--- src/rtl/dmarb_pkg.sv ---
`timescale 1ns / 1ps
// ----------------------------------------------------------------------------
// dmarb_pkg
// Shared types, codes, register offsets and field packing for the DMA
// controller register bank.
// ----------------------------------------------------------------------------
package dmarb_pkg;

  typedef enum logic [2:0] {
    CMD_REG_RD  = 3'd0,
    CMD_REG_WR  = 3'd1,
    CMD_EN_WR   = 3'd2,
    CMD_EN_RD   = 3'd3,
    CMD_SET_REQ = 3'd4
  } cmd_t;

  localparam logic [1:0] ST_OK        = 2'd0;
  localparam logic [1:0] ST_BAD_CHAN  = 2'd1;
  localparam logic [1:0] ST_UNHANDLED = 2'd2;
  localparam logic [1:0] ST_SUSPEND   = 2'd3;

  typedef enum logic [3:0] {
    RK_CTRL,
    RK_MADR,
    RK_QWC,
    RK_TADR,
    RK_ASR0,
    RK_ASR1,
    RK_SADR,
    RK_GCTRL,
    RK_STAT,
    RK_PCR,
    RK_SINK,
    RK_NONE
  } reg_kind_t;

  typedef struct packed {
    logic      is_global;
    logic      chan_hit;
    logic [3:0] chan;
    reg_kind_t kind;
  } dec_t;

  localparam int          NUM_SEL = 10;
  localparam int          MAX_CH  = 16;
  localparam logic [7:0]  CHAN_SEL [NUM_SEL] = '{
    8'h80, 8'h90, 8'hA0, 8'hB0, 8'hB4, 8'hC0, 8'hC4, 8'hC8, 8'hD0, 8'hD4
  };

  localparam logic [15:0] GLOBAL_BASE = 16'hE000;
  localparam logic [15:0] OFF_GCTRL   = 16'hE000;
  localparam logic [15:0] OFF_STAT    = 16'hE010;
  localparam logic [15:0] OFF_PCR     = 16'hE020;
  localparam logic [15:0] OFF_SINK0   = 16'hE030;
  localparam logic [15:0] OFF_SINK1   = 16'hE040;
  localparam logic [15:0] OFF_SINK2   = 16'hE050;

  localparam logic [7:0] CH_CTRL = 8'h00;
  localparam logic [7:0] CH_MADR = 8'h10;
  localparam logic [7:0] CH_QWC  = 8'h20;
  localparam logic [7:0] CH_TADR = 8'h30;
  localparam logic [7:0] CH_ASR0 = 8'h40;
  localparam logic [7:0] CH_ASR1 = 8'h50;
  localparam logic [7:0] CH_SADR = 8'h80;

  localparam logic [31:0] EN_RST         = 32'h0000_1201;
  localparam int          EN_SUSPEND_BIT = 16;
  localparam int          CTRL_START_BIT = 7;
  localparam int          GCTRL_DMAE_BIT = 0;
  localparam int          PCR_PCE_BIT    = 20;

  // Channel control: stored compact, bus word has bit 1 and bits 31:9 as zero.
  function automatic logic [31:0] pack_ctrl(input logic [7:0] c);
    pack_ctrl = {23'd0, c[7], c[6], c[5], c[4:3], c[2:1], 1'b0, c[0]};
  endfunction

  function automatic logic [7:0] unpack_ctrl(input logic [31:0] d);
    unpack_ctrl = {d[8], d[7], d[6], d[5:4], d[3:2], d[0]};
  endfunction

  function automatic logic [31:0] pack_stat(input logic [24:0] s);
    pack_stat = {1'b0, s[24], s[23], 3'd0, s[22:13], s[12], s[11], s[10], 3'd0,
                 s[9:0]};
  endfunction

  // Set bits clear pending interrupts; mask bits toggle.
  function automatic logic [24:0] write_stat(input logic [24:0] s, input logic [31:0] d);
    write_stat = {s[24] ^ d[30], s[23] ^ d[29], s[22:13] ^ d[25:16],
                  s[12] & ~d[15], s[11] & ~d[14], s[10] & ~d[13], s[9:0] & ~d[9:0]};
  endfunction

  function automatic logic [31:0] pack_pcr(input logic [20:0] p);
    pack_pcr = {p[20], 5'd0, p[19:10], 6'd0, p[9:0]};
  endfunction

  function automatic logic [20:0] unpack_pcr(input logic [31:0] d);
    unpack_pcr = {d[31], d[25:16], d[9:0]};
  endfunction

endpackage

--- src/rtl/dmarb_decode.sv ---
`timescale 1ns / 1ps
// ----------------------------------------------------------------------------
// dmarb_decode
// Address decode: channel select from bits 15:8 and register kind.
// ----------------------------------------------------------------------------
module dmarb_decode (
  input  logic [15:0]     reg_offset,
  output dmarb_pkg::dec_t dec
);
  import dmarb_pkg::*;

  always_comb begin
    dec.is_global = (reg_offset >= GLOBAL_BASE);
    dec.chan_hit  = 1'b0;
    dec.chan      = 4'd0;
    for (int i = 0; i < NUM_SEL; i++) begin
      if (reg_offset[15:8] == CHAN_SEL[i]) begin
        dec.chan_hit = 1'b1;
        dec.chan     = 4'(i);
      end
    end
    dec.kind = RK_NONE;
    if (dec.is_global) begin
      case (reg_offset)
        OFF_GCTRL: dec.kind = RK_GCTRL;
        OFF_STAT:  dec.kind = RK_STAT;
        OFF_PCR:   dec.kind = RK_PCR;
        OFF_SINK0: dec.kind = RK_SINK;
        OFF_SINK1: dec.kind = RK_SINK;
        OFF_SINK2: dec.kind = RK_SINK;
        default:   dec.kind = RK_NONE;
      endcase
    end else begin
      case (reg_offset[7:0])
        CH_CTRL: dec.kind = RK_CTRL;
        CH_MADR: dec.kind = RK_MADR;
        CH_QWC:  dec.kind = RK_QWC;
        CH_TADR: dec.kind = RK_TADR;
        CH_ASR0: dec.kind = RK_ASR0;
        CH_ASR1: dec.kind = RK_ASR1;
        CH_SADR: dec.kind = RK_SADR;
        default: dec.kind = RK_NONE;
      endcase
    end
  end

endmodule

--- src/rtl/dmarb_arb.sv ---
`timescale 1ns / 1ps
// ----------------------------------------------------------------------------
// dmarb_arb
// Fixed-priority pick of the lowest channel ready to start.
// ----------------------------------------------------------------------------
module dmarb_arb #(
  parameter int NUM_CHANNELS = 10
) (
  input  logic [NUM_CHANNELS-1:0] elig,
  output logic                    flag,
  output logic [3:0]              chan
);
  import dmarb_pkg::*;

  always_comb begin
    flag = 1'b0;
    chan = 4'd0;
    // Scan downward so the lowest ready channel wins.
    for (int i = NUM_CHANNELS - 1; i >= 0; i--) begin
      if (elig[i]) begin
        flag = 1'b1;
        chan = 4'(i);
      end
    end
  end

endmodule

--- src/rtl/dma_controller_register_bank_core.sv ---
`timescale 1ns / 1ps
// ----------------------------------------------------------------------------
// dma_controller_register_bank_core
// Register bank of a multi-channel DMA controller with start arbitration.
// ----------------------------------------------------------------------------
// Pipeline: input register, then state update and result register together.
// Throughput: one item per cycle; busy stays low, decode and update are one
//   register-to-register pass.
// Reset: synchronous, active low; state registers zero, enable word 0x1201,
//   request lines set except channels 3 and 5. Results cannot be stalled.
module dma_controller_register_bank_core #(
  parameter int NUM_CHANNELS = 10
) (
  input  logic        clk,
  input  logic        rst_n,
  input  logic        start,
  output logic        busy,
  input  logic [2:0]  in_cmd,
  input  logic [15:0] in_reg_offset,
  input  logic [31:0] in_wdata,
  input  logic [3:0]  in_req_channel,
  input  logic        in_req_level,
  output logic        out_valid,
  output logic [31:0] out_rdata,
  output logic [1:0]  out_status_code,
  output logic        out_start_flag,
  output logic [3:0]  out_start_channel
);
  import dmarb_pkg::*;

  localparam int         CH_W    = (NUM_CHANNELS > 1) ? $clog2(NUM_CHANNELS) : 1;
  localparam logic [4:0] NUM_CH5 = 5'(NUM_CHANNELS);

  // input register
  logic        in_vld_r;
  logic [2:0]  cmd_r;
  logic [15:0] off_r;
  logic [31:0] wdata_r;
  logic [3:0]  rch_r;
  logic        lvl_r;

  // state
  logic [7:0]  chan_control_r     [NUM_CHANNELS];
  logic [7:0]  chan_control_nxt   [NUM_CHANNELS];
  logic [27:0] chan_mem_addr_r    [NUM_CHANNELS];
  logic [15:0] chan_qw_count_r    [NUM_CHANNELS];
  logic [27:0] chan_tag_addr_r    [NUM_CHANNELS];
  logic [27:0] chan_stack_addr0_r [NUM_CHANNELS];
  logic [27:0] chan_stack_addr1_r [NUM_CHANNELS];
  logic [27:0] chan_stall_addr_r  [NUM_CHANNELS];
  logic [NUM_CHANNELS-1:0] chan_request_r, chan_request_nxt;
  logic [10:0] global_control_r, global_control_nxt;
  logic [24:0] irq_status_mask_r, irq_status_mask_nxt;
  logic [20:0] priority_control_r, priority_control_nxt;
  logic [31:0] enable_word_r, enable_word_nxt;

  // result register
  logic        out_valid_r;
  logic [31:0] out_rdata_r, out_rdata_nxt;
  logic [1:0]  out_status_r, out_status_nxt;
  logic        out_start_flag_r;
  logic [3:0]  out_start_channel_r;

  dec_t                    dec;
  logic                    chan_ok;
  logic [CH_W-1:0]         idx;
  logic                    addr_we;
  logic [NUM_CHANNELS-1:0] elig;
  logic [MAX_CH-1:0]       cde_ext;
  logic                    arb_flag;
  logic [3:0]              arb_chan;

  assign busy = 1'b0;

  dmarb_decode u_decode (
    .reg_offset (off_r),
    .dec        (dec)
  );

  assign chan_ok = dec.chan_hit && ({1'b0, dec.chan} < NUM_CH5);
  assign idx     = dec.chan[CH_W-1:0];
  assign addr_we = in_vld_r && (cmd_r == CMD_REG_WR) && !dec.is_global && chan_ok;

  always_comb begin
    chan_control_nxt     = chan_control_r;
    chan_request_nxt     = chan_request_r;
    global_control_nxt   = global_control_r;
    irq_status_mask_nxt  = irq_status_mask_r;
    priority_control_nxt = priority_control_r;
    enable_word_nxt      = enable_word_r;
    out_rdata_nxt        = 32'd0;
    out_status_nxt       = ST_OK;
    if (in_vld_r) begin
      case (cmd_r)
        CMD_REG_RD: begin
          if (!dec.is_global) begin
            if (!chan_ok)                 out_status_nxt = ST_BAD_CHAN;
            else if (dec.kind != RK_CTRL) out_status_nxt = ST_UNHANDLED;
            else                          out_rdata_nxt  = pack_ctrl(chan_control_r[idx]);
          end else begin
            case (dec.kind)
              RK_GCTRL: out_rdata_nxt  = {21'd0, global_control_r};
              RK_STAT:  out_rdata_nxt  = pack_stat(irq_status_mask_r);
              RK_PCR:   out_rdata_nxt  = pack_pcr(priority_control_r);
              default:  out_status_nxt = ST_UNHANDLED;
            endcase
          end
        end
        CMD_REG_WR: begin
          if (!dec.is_global) begin
            if (!chan_ok)                 out_status_nxt = ST_BAD_CHAN;
            else if (dec.kind == RK_NONE) out_status_nxt = ST_UNHANDLED;
            else if (dec.kind == RK_CTRL) chan_control_nxt[idx] = unpack_ctrl(wdata_r);
          end else begin
            case (dec.kind)
              RK_GCTRL: global_control_nxt   = wdata_r[10:0];
              RK_STAT:  irq_status_mask_nxt  = write_stat(irq_status_mask_r, wdata_r);
              RK_PCR:   priority_control_nxt = unpack_pcr(wdata_r);
              RK_SINK:  out_status_nxt       = ST_OK;
              default:  out_status_nxt       = ST_UNHANDLED;
            endcase
          end
        end
        CMD_EN_WR: begin
          if (wdata_r[EN_SUSPEND_BIT]) out_status_nxt  = ST_SUSPEND;
          else                         enable_word_nxt = wdata_r;
        end
        CMD_EN_RD: out_rdata_nxt = enable_word_r;
        CMD_SET_REQ: begin
          if ({1'b0, rch_r} < NUM_CH5) chan_request_nxt[rch_r[CH_W-1:0]] = lvl_r;
          else                         out_status_nxt = ST_BAD_CHAN;
        end
        default: out_status_nxt = ST_OK;
      endcase
    end
  end

  // Start check sees the state as this item leaves it.
  assign cde_ext = {{(MAX_CH - NUM_SEL){1'b0}}, priority_control_nxt[19:10]};

  always_comb begin
    for (int i = 0; i < NUM_CHANNELS; i++) begin
      elig[i] = chan_request_nxt[i] && chan_control_nxt[i][CTRL_START_BIT] &&
                (!priority_control_nxt[PCR_PCE_BIT] || cde_ext[i]) &&
                !enable_word_nxt[EN_SUSPEND_BIT] && global_control_nxt[GCTRL_DMAE_BIT];
    end
  end

  dmarb_arb #(
    .NUM_CHANNELS (NUM_CHANNELS)
  ) u_arb (
    .elig (elig),
    .flag (arb_flag),
    .chan (arb_chan)
  );

  always_ff @(posedge clk) begin
    if (!rst_n) begin
      in_vld_r            <= 1'b0;
      out_valid_r         <= 1'b0;
      out_start_flag_r    <= 1'b0;
      out_start_channel_r <= 4'd0;
      global_control_r    <= '0;
      irq_status_mask_r   <= '0;
      priority_control_r  <= '0;
      enable_word_r       <= EN_RST;
      for (int i = 0; i < NUM_CHANNELS; i++) begin
        chan_control_r[i]     <= '0;
        chan_mem_addr_r[i]    <= '0;
        chan_qw_count_r[i]    <= '0;
        chan_tag_addr_r[i]    <= '0;
        chan_stack_addr0_r[i] <= '0;
        chan_stack_addr1_r[i] <= '0;
        chan_stall_addr_r[i]  <= '0;
        chan_request_r[i]     <= !(i == 3 || i == 5);
      end
    end else begin
      in_vld_r            <= start;
      out_valid_r         <= in_vld_r;
      out_start_flag_r    <= arb_flag;
      out_start_channel_r <= arb_chan;
      chan_control_r      <= chan_control_nxt;
      chan_request_r      <= chan_request_nxt;
      global_control_r    <= global_control_nxt;
      irq_status_mask_r   <= irq_status_mask_nxt;
      priority_control_r  <= priority_control_nxt;
      enable_word_r       <= enable_word_nxt;
      if (addr_we) begin
        case (dec.kind)
          RK_MADR: chan_mem_addr_r[idx]    <= wdata_r[31:4];
          RK_QWC:  chan_qw_count_r[idx]    <= wdata_r[15:0];
          RK_TADR: chan_tag_addr_r[idx]    <= wdata_r[31:4];
          RK_ASR0: chan_stack_addr0_r[idx] <= wdata_r[31:4];
          RK_ASR1: chan_stack_addr1_r[idx] <= wdata_r[31:4];
          RK_SADR: chan_stall_addr_r[idx]  <= wdata_r[31:4];
          default: chan_stall_addr_r[idx]  <= chan_stall_addr_r[idx];
        endcase
      end
    end
  end

  // payload: hold the item fields and the result data
  always_ff @(posedge clk) begin
    cmd_r        <= in_cmd;
    off_r        <= in_reg_offset;
    wdata_r      <= in_wdata;
    rch_r        <= in_req_channel;
    lvl_r        <= in_req_level;
    out_rdata_r  <= out_rdata_nxt;
    out_status_r <= out_status_nxt;
  end

  assign out_valid         = out_valid_r;
  assign out_rdata         = out_rdata_r;
  assign out_status_code   = out_status_r;
  assign out_start_flag    = out_start_flag_r;
  assign out_start_channel = out_start_channel_r;

  a_result_follows: assert property (@(posedge clk) disable iff (!rst_n)
    in_vld_r |=> out_valid_r)
    else $error("accepted item produced no result");

  a_err_zero_data: assert property (@(posedge clk) disable iff (!rst_n)
    out_valid_r && (out_status_r != ST_OK) |-> (out_rdata_r == 32'd0))
    else $error("error result carries read data");

  a_idle_chan_zero: assert property (@(posedge clk) disable iff (!rst_n)
    !out_start_flag_r |-> (out_start_channel_r == 4'd0))
    else $error("start channel nonzero without start flag");

  a_start_needs_dmae: assert property (@(posedge clk) disable iff (!rst_n)
    out_start_flag_r |-> global_control_r[GCTRL_DMAE_BIT])
    else $error("start flagged with DMA disabled");

  a_no_suspend: assert property (@(posedge clk) disable iff (!rst_n)
    !enable_word_r[EN_SUSPEND_BIT])
    else $error("suspend bit latched in enable word");

endmodule
--- config.mk ---
export PLATFORM = sky130hd
export DESIGN_NAME = dma_controller_register_bank_core
export DESIGN_NICKNAME = d
export VERILOG_FILES = /design/src/rtl/dmarb_pkg.sv /design/src/rtl/dmarb_decode.sv /design/src/rtl/dmarb_arb.sv /design/src/rtl/dma_controller_register_bank_core.sv
export SDC_FILE = /design/constraint.sdc
export NUM_CORES = 1
export LEC_CHECK = 0
export BUFFER_PORTS_ARGS = -buffer_cell sky130_fd_sc_hd__buf_4
export CAP_MARGIN = 5
export CORE_AREA = 3 3 120 237
export CTS_BUF_LIST = sky130_fd_sc_hd__clkbuf_8
export DETAILED_ROUTE_END_ITERATION = 6
export DIE_AREA = 0 0 123 240
export PLACE_DENSITY = 0.58
export SETUP_SLACK_MARGIN = 0.3
export SKIP_LAST_GASP = 1
export SYNTH_ARGS = -nofsm -noshare
export SYNTH_HDL_FRONTEND = slang
export SYNTH_SLANG_ARGS = --single-unit
--- constraint.sdc ---
create_clock -name clk -period 4.2 [get_ports clk]
set_input_delay 0.42 -clock clk [delete_from_list [all_inputs] [get_ports clk]]
set_output_delay 0.42 -clock clk [all_outputs]
set_load 0.05 [all_outputs]
# After elaboration in Yosys (flattened, before gate mapping)
# Index checks and enable logic that the tools add are counted.
[totals]
ff_bits = 276
latch_bits = 0
ramBits = 0
romBits = 0
word_cells = 244
mem_count = 0
[classes]
n_addsub = 0
n_mul = 0
n_div = 0
magnitude_cmp = 7
eq_ne = 31
shift = 0
mux = 77
n_bitwise = 16
reduce_logical = 71
[ops]
columns = ["operator", "count"]
rows = [
  ["two-way mux 80 bit", 6],
  ["equality test 16 bit (second input constant)", 6],
  ["case mux 32 bit (3 select lines)", 1],
  ["equality test 8 bit (second input constant)", 11],
  ["two-way mux 21 bit", 4],
  ["bitwise mux 80 bit", 1],
  ["case mux 32 bit (2 select lines)", 1],
  ["two-way mux 17 bit", 3],
  ["two-way mux 5 bit", 10],
  ["logical AND 1 bit", 43],
  ["binary-select mux 8 bit (select 4 bit)", 1],
  ["demux 8 bit (select 4 bit)", 1],
  ["two-way mux 32 bit", 1],
  ["two-way mux 10 bit", 3],
  ["case mux 4 bit (7 select lines)", 1],
  ["two-way mux 8 bit", 3],
  ["two-way mux 2 bit", 11],
  ["two-way mux 9 bit", 2],
  ["two-way mux 1 bit", 17],
  ["equality test 4 bit (second input constant)", 4],
  ["equality test 8 x 6 -> 1 bit (second input constant)", 2],
  ["equality test 8 x 7 -> 1 bit (second input constant)", 2],
  [">= comparator 16 bit (second input constant)", 1],
  ["case mux 4 bit (4 select lines)", 1],
  ["36 further kinds", 66],
]

# Longest topological paths before layout
# Gate-level depths: netlist (run 1).
[depth]
ltp_word = 37
ltp_mapped = 11
depth_no_buf = 8

# Modules after synthesis
# Synthesis (run 1) repeated with hierarchy kept, for this count alone.
[unflattened]
cells_unflattened = 1089
hier_area_um2 = 11162.0
[by_module_without_submodules]
columns = ["module", "instances", "cells_per_inst", "area_each_um2", "seq_area_each_um2"]
rows = [
  ["dma_controller_register_bank_core", 1, 1022, 10736.5, 5525.3],
  ["dmarb_decode", 1, 49, 324.1, 0.0],
  ["dmarb_arb", 1, 18, 101.3, 0.0],
]

# Worst setup path after synthesis (run 1)
# OpenSTA, ideal clock, no wires.
[synth_timing]
path_type = "reg-to-reg"
from = "register off_r[10]"
to = "register out_start_channel_r[0], in the netlist out_start_channel[0]"
t_arrival_ps = 3105
required_time_ps = 4105
setup_slack_ps = 1000
stages_incl_launch_ff = 11
path_buffers = 2
synth_period_minus_slack_ps = 3200
path_cell_list = "dfxtp_1 -> buf_2 -> nor4b_1 -> a211o_1 -> nand2_1 -> or4_1 -> clkbuf_1 -> mux2i_1 -> nor4_1 -> nor2_1 -> a221oi_1"
[synth_via]
elab_chain_cells = 35
[synth_lines]
columns = ["element", "line", "source"]
rows = [
  ["start: declaration", "dma_controller_register_bank_core.sv:37", "logic [15:0] off_r;"],
  ["start signal: assignment", "dma_controller_register_bank_core.sv:205", "off_r <= in_reg_offset;"],
  ["equality test 8 bit", "dmarb_decode.sv:17", "if (reg_offset[15:8] == CHAN_SEL[i]) begin"],
  ["two-way mux 5 bit (9 in series)", "dmarb_decode.sv:17", ""],
  ["inverter 4 -> 5 bit (not written as such)", "dma_controller_register_bank_core.sv:113", "else if (dec.kind == RK_CTRL) chan_control_nxt[idx] = unpack_ctrl(wdata_r);"],
  [">= comparator 5 bit (not written as such) or < comparator 5 x 1 -> 1 bit (tied branches)", "dma_controller_register_bank_core.sv:113", ""],
  ["logical AND 1 bit (not written as such)", "dma_controller_register_bank_core.sv:113", ""],
  ["two-way mux 8 bit (not written as such)", "dma_controller_register_bank_core.sv:113", ""],
  ["demux 8 bit (select 4 bit)", "dma_controller_register_bank_core.sv:113", ""],
  ["bitwise mux 80 bit", "dma_controller_register_bank_core.sv:113", ""],
  ["[... 5 more ...]", "-", ""],
  ["two-way mux 80 bit", "dma_controller_register_bank_core.sv:93", "if (in_vld_r) begin"],
  ["logical AND 1 bit (2 in series)", "dma_controller_register_bank_core.sv:143", "elig[i] = chan_request_nxt[i] && chan_control_nxt[i][CTRL_START_BIT] &&"],
  ["logical AND 1 bit", "dma_controller_register_bank_core.sv:144", "(!priority_control_nxt[PCR_PCE_BIT] || cde_ext[i]) &&"],
  ["logical AND 1 bit", "dma_controller_register_bank_core.sv:145", "!enable_word_nxt[EN_SUSPEND_BIT] && global_control_nxt[GCTRL_DMAE_BIT];"],
  ["two-way mux 4 bit (2 in series)", "dmarb_arb.sv:20", "if (elig[i]) begin"],
  ["two-way mux 3 bit (4 in series)", "dmarb_arb.sv:20", ""],
  ["two-way mux 2 bit (2 in series)", "dmarb_arb.sv:20", ""],
  ["two-way mux 1 bit", "dmarb_arb.sv:20", ""],
  ["end signal: assignment", "dma_controller_register_bank_core.sv:181", "out_start_channel_r <= arb_chan;"],
  ["end: declaration", "dma_controller_register_bank_core.sv:62", "logic [3:0] out_start_channel_r;"],
]
# Several ways; a longest one is shown, not always the timed one.
# A chain may end at the register's enable or synchronous reset.

# Worst setup path after layout (run 1)
[layout_timing]
from = "register off_r[1]"
to = "register out_start_channel_r[2], in the netlist out_start_channel[2]"
[layout_via]
elab_chain_cells = 20
[layout_lines]
columns = ["element"]
rows = [
  ["branches (longest 20 deep; another with >= comparator 16 bit)"],
]
# Parallel ways; which one is timed is not known.

==> impl_metrics.toml, run 1 <==
[status]
status = "complete, no violations"

[synth]
synth_edf_count = 0
synthDistinctLibCells = 66
ys_seq_area_frac = 0.505
yosysWarnings = 0
syn_nets = 1262
synth_area_leader_cell = "dfxtp_1"
synth.area.top_cells = "dfxtp_1, mux2i_1, nand2_1"
synth-seq-cells = 276
avgSynthCellArea_sq_um = 9.09
async_flop_share = 0
netlist_instances = 1203
ys.flop_type = "dfxtp_1"
synth_area_sq_um = 10900
synth_top_area_share = 0.505

[timing]
whs_ns = 0.148
fmax_ghz = 0.284
skew_ns = 0.0404
fin_ws_ns = 0.673
worstMarginPinSlew_ns = 1.13
slew_viol_final = 0
timing.setup.tns_ns = 0
period_minus_slack_ns = 3.53
finalCritPeriodShare = 0.840
rsz0062_at_grt = "no"
hold_violations = 0
setup_violations = 0
max-slew-margin-rel = 0.245

[placement]
place_congestion = 0.960
dp_hpwl_um = 23700
pre_cts_slack_ns = 0.681
port-buffer-count = 98

[flow_run]
maxCapViolations = 0

[global_route]
antenna_found_initial = 1
grt_pass1_wl_um = 51500
grt_max_degree = 117
grt_pass1_vias = 9279
grt_overflow_total = 0
grt_usage = 0.228

[power]
power_mw = 5.28
powerDensity_nw_per_um2 = 390
p_leak_nw = 5.31
vdd_ir_drop_max_mv = 0.255

[critical_path]
worst_setup_path_end_kind = "flop"
required_ns = 4.70
crit_path_max_fanout = 8
critical_path_class = "reg2reg"
worstSetupStartpointType = "flop"
arrival_ns = 4.03

[route]
drtIter0Drc = 473
ant_nets = 0
dr_total_vias = 9143
drt-total-wl_um = 33500
wl_per_cell_um = 19.3
viasPerCell = 5.27
drcViolationCount = 0
dr.pass1.iters = 4

[cells_and_area]
layout.nets = 1414
final_util = 0.503
nFillCells = 2589
drive_above_1_share = 0.171
final_cell_mix = "dfxtp_1, nand2_1, nor2_1"
layout_commonest_cell = "dfxtp_1"
area_growth_pct = 23.8

[floorplan]
initial_core_util = 0.407
core_sq_um = 26900
fp.dieW_um = 123
dieHeight_um = 240
ios = 100
rows = 85
die-area_sq_um = 29500

[cts]
path_clk_slew_ns = 0.07
cts_sinks = 276
clkLatencyLatePin_ns = 0.59
numCtsBuffers = 40
cts_resized = 0
cts_tree = "done"
clock-root-buffer = "clkbuf_8"
cts.path.max_buffers = 3
htree_levels = 2

[min_path]
hold_class = "in2reg"
## cell usage after synthesis, types with 5 or more instances
| cell type | number |
|---|---|
| dfxtp_1 | 276 |
| nand2_1 | 196 |
| nor2_1 | 139 |
| mux2i_1 | 112 |
| a21oi_1 | 101 |
| clkbuf_1 | 67 |
| o21ai_0 | 35 |
| nor3_1 | 18 |
| mux2_2 | 17 |
| nand3_1 | 17 |
| a22o_1 | 13 |
| xor2_1 | 12 |
| a22oi_1 | 11 |
| and2_1 | 11 |
| nand4_1 | 10 |
| a221oi_1 | 9 |
| nor4_1 | 9 |
| o21a_1 | 9 |
| nand3b_1 | 8 |
| nor2b_1 | 8 |
| inv_1 | 7 |
| nand2b_1 | 7 |
| o22ai_1 | 7 |
| buf_1 | 6 |
| buf_2 | 6 |
| and3_1 | 5 |
| nand4b_1 | 5 |
| nor4b_1 | 5 |
| nor4bb_1 | 5 |
| or4_1 | 5 |
## timing repair
action | 4_1_cts | 5_1_grt
endpoints found under the setup margin | 0 | 0
setup buffers | 0 | 0
hold endpoints to repair | 56 | 0
hold buffers | 56 | 0
## per-stage QoR
step,area [sq um],instances
after floorplan,10900,1203
after global placement,12100,1605
after detailed placement,12100,1605
after CTS,13500,1733
after global routing,13500,1734
final,13500,1734
## final cells by class
class / instances / area, sq um / share of cell area
Inverter: 7 / 28.8 / 0.00212
Clock inverter: 17 / 134 / 0.00988
Tap cell: 348 / 435 / 0.0321
Sequential cell: 276 / 5530 / 0.408
Antenna cell: 1 / 2.50 / 0.000185
Multi-Input combinational cell: 840 / 5080 / 0.375
Timing Repair Buffer: 190 / 1580 / 0.117
Clock buffer: 55 / 757 / 0.0559
## kinds of logic (layout without fill, tap and decap cells)
group | count (synthesis) | after routing | share of synthesized area
compound gates | 217 | 217 | 0.123
simple gates | 481 | 481 | 0.211
other cells | 1 | 2 | 0.000343
mux | 129 | 129 | 0.120
buf+inv | 87 | 269 | 0.0309
xor+xnor | 12 | 12 | 0.00961
flops | 276 | 276 | 0.505
## power breakdown
part	internal [mW]	switching, mW
Combinational	0.109	0.113
Sequential	2.65	0.0676
Clock	1.29	1.04
## worst max-delay path, cell delays in order, from the launching register on
cell,delay [ns]
dfxtp_1,0.33
or4_1,0.60
nor4_2,0.50
o2111ai_1,0.18
or3b_2,0.63
mux2i_1,0.38
o41ai_1,0.17
or3b_2,0.48
a31oi_1,0.18
## worst paths after layout
check,startpoint,to,slack [ns],cells after the start
worst max-delay path,off_r[1],out_start_channel[2],0.67,8
worst min-delay path,start,in_vld_r,0.15,2
worst max register to register,off_r[1],out_start_channel[2],0.67,8
worst min register to register,irq_status_mask_r[3],irq_status_mask_r[3],0.43,2
## per-layer routing
metal,share of wire,global-route usage
met1,0.36,0.228
met2,0.56,0.438
met3,0.033,0.0334
met4,0.054,0.123
met5,0,0
No activity file was read; power rests on OpenSTA's default activity.
==> run 2: changes to the inputs <==
--- a/config.mk
+++ b/config.mk
@@ -5,13 +5,14 @@
 export SDC_FILE = /design/constraint.sdc
 export NUM_CORES = 1
 export LEC_CHECK = 0
+export ABC_AREA = 1
 export BUFFER_PORTS_ARGS = -buffer_cell sky130_fd_sc_hd__buf_4
 export CAP_MARGIN = 5
-export CORE_AREA = 3 3 120 237
+export CORE_AREA = 3 3 118 233
 export CTS_BUF_LIST = sky130_fd_sc_hd__clkbuf_8
 export DETAILED_ROUTE_END_ITERATION = 6
-export DIE_AREA = 0 0 123 240
-export PLACE_DENSITY = 0.58
+export DIE_AREA = 0 0 121 236
+export PLACE_DENSITY = 0.6
 export SETUP_SLACK_MARGIN = 0.3
 export SKIP_LAST_GASP = 1
 export SYNTH_ARGS = -nofsm -noshare
==> constraint.sdc (replaced) <==
create_clock -name clk -period 3.08 [get_ports clk]
set_input_delay 0.308 -clock clk [delete_from_list [all_inputs] [get_ports clk]]
set_output_delay 0.308 -clock clk [all_outputs]
set_load 0.05 [all_outputs]
==> run 2 against run 1 <==
- register-to-register slack worse by 0.21 ns
- critical path type unchanged
- worst setup slack worse by 0.21 ns
- global-route usage down 0.46 points
- sequential share of layout area about the same
- combinational power up 48%
- sequential power up 35%
- worst hold slack better by 0.027 ns
- synthesized cell count up 7.6%
- non-clock buffer count up 22
- largest cell class unchanged
- routed wire length down 4.9%
- total power up 39%
- sequential cell count unchanged
==> impl_metrics.toml, run 2 <==
[floorplan]
ios = 100
initial_core_util = 0.405
fp.dieW_um = 121
core_sq_um = 25900
die-area_sq_um = 28600
dieHeight_um = 236
rows = 83

[timing]
worstMarginPinSlew_ns = 0.670
setup_violations = 0
slew_viol_final = 0
whs_ns = 0.176
fmax_ghz = 0.383
rsz0062_at_grt = "yes"
timing.setup.tns_ns = 0
max-slew-margin-rel = 0.553
period_minus_slack_ns = 2.61
hold_violations = 0
skew_ns = 0.0152
finalCritPeriodShare = 0.849

[power]
p_leak_nw = 5.50
vdd_ir_drop_max_mv = 0.402
power_mw = 7.34
powerDensity_nw_per_um2 = 541

[global_route]
grt_max_degree = 71
grt_pass1_vias = 9421
grt_pass1_wl_um = 49900
grt_usage = 0.223
antenna_found_initial = 0
grt_overflow_total = 0

[critical_path]
crit_path_max_fanout = 11
critical_path_class = "reg2reg"
worst_setup_path_end_kind = "flop"
max_stage_delay_ns = 0.33
required_ns = 3.50
crit_chain = "nor2_2 -> nand3_4 -> nor2_1 -> inv_1 -> o21ai_2 -> inv_1 -> nor2_1 -> clkinvlp_4 -> buf_4 -> o22ai_1 -> o21ai_0 -> nand4_1 -> a21oi_1"
arrival_ns = 3.04
cp_slowest_cell = "dfxtp_1"
worstSetupStartpointType = "flop"

[synth]
ys_seq_area_frac = 0.528
avgSynthCellArea_sq_um = 8.09
async_flop_share = 0
synth_top_area_share = 0.528
synth-seq-cells = 276
synth_area_sq_um = 10500
netlist_instances = 1294
synth_commonest_cells = "dfxtp_1, inv_1, a21oi_1"
post-synth-top-count-cell = "dfxtp_1"
syn_nets = 1353
synth.area.top_cells = "dfxtp_1, a21oi_1, o21ai_0"
yosysWarnings = 0
synthDistinctLibCells = 42
synth_edf_count = 0
synth_area_leader_cell = "dfxtp_1"
ys.flop_type = "dfxtp_1"

[flow_run]
maxCapViolations = 0

[route]
viasPerCell = 5.12
dr_total_vias = 9476
drcViolationCount = 0
drtIter0Drc = 495
dr.pass1.iters = 6
wl_per_cell_um = 17.2
drt-total-wl_um = 31900
ant_nets = 0

[cells_and_area]
area_growth_pct = 29.6
drive_above_1_share = 0.201
finalInstanceArea_sq_um = 13600
final_cell_mix = "dfxtp_1, inv_1, buf_4"
layout.nets = 1541
diodes = 0
layout_commonest_cell = "dfxtp_1"

[status]
status = "complete, no violations"

[min_path]
hold_class = "in2reg"

[cts]
path_clk_slew_ns = 0.07
htree_levels = 2
numCtsBuffers = 41
cts_sinks = 276
cts_tree = "done"
clock-root-buffer = "clkbuf_8"
cts.path.max_buffers = 3
clkLatencyLatePin_ns = 0.56

[placement]
postPlaceCellArea_sq_um = 11700
port-buffer-count = 98
dp_hpwl_um = 22500
place_congestion = 0.966
==> run 2: cell count changes after synthesis, moves of 17 or more <==
cell / delta
a211oi_1: +26
a21oi_1: +44
mux2_2: -17
o22ai_1: +44
inv_1: +159
nand2_1: -70
o21ai_0: +106
mux2i_1: -94
==> run 2: metal layers <==
metal | GRT usage | share of wire | up-vias
met5 | 0 | 0 | -
met4 | 0.121 | 0.051 | 0
met3 | 0.0293 | 0.034 | 75
met2 | 0.428 | 0.56 | 241
met1 | 0.226 | 0.36 | 4461
li1 | - | - | 4699
==> run 2: where the power goes <==
part           switching (mW)  internal [mW]  total (mW)
logic                   0.184          0.145       0.329
clock network            1.40           1.94        3.34
registers              0.0531           3.62        3.67
total                    1.64           5.71        7.34
==> run 2: path summary, 6_finish.rpt <==
path	depth (start not counted)	end	slack, ns	from
max reg2reg	13	out_rdata[5]	0.47	off_r[10]
max	13	out_rdata[5]	0.47	off_r[10]
min	2	chan_request_r[8]	0.18	rst_n
min reg2reg	2	out_rdata[28]	0.43	enable_word_r[28]
==> run 2: cells by family (layout without fill, tap and decap cells) <==
| group | after synthesis | count (layout) | synth area share |
|---|---|---|---|
| muxes | 18 | 18 | 0.0172 |
| xor gates and xnor gates | 6 | 6 | 0.00502 |
| buffers and inverters | 244 | 462 | 0.0884 |
| and+or+nand+nor | 354 | 354 | 0.153 |
| AOI/OAI and AO/OA | 395 | 395 | 0.208 |
| DFF | 276 | 276 | 0.528 |
| other | 1 | 1 | 0.000358 |
==> run 2: metrics by stage <==
stage | std cells | setup WS (ns) | util
final | 1852 | 0.467 | 0.525
after global routing | 1852 | 0.196 | 0.525
after CTS | 1837 | 0.317 | 0.512
after detailed placement | 1704 | 0.179 | 0.452
after global placement | 1704 | 0.224 | 0.452
after floorplan | 1294 | 0.812 | -
==> run 2: layout make-up <==
class | count | area [sq um]
clock buffer | 52 | 716
clock inverter | 21 | 223
fill | 2466 | 12300
inverter | 177 | 674
multi-input combinational | 774 | 4260
sequential | 276 | 5530
tap | 340 | 425
timing repair buffer | 212 | 1740
==> run 2: repair_timing <==
action,in CTS,in global routing
buffers inserted,3,15
resized for setup,8,62
endpoints found under the setup margin,5,45
hold buffers,57,0
hold endpoints to repair,57,0
pin swaps,0,17
==> run 2: worst max-delay path, delay by kind of cell, from the launching register on <==
kind            cells  cell delay, ns
buf+inv             4            0.74
flops               1            0.33
simple gates        5            0.79
compound gates      4            0.61
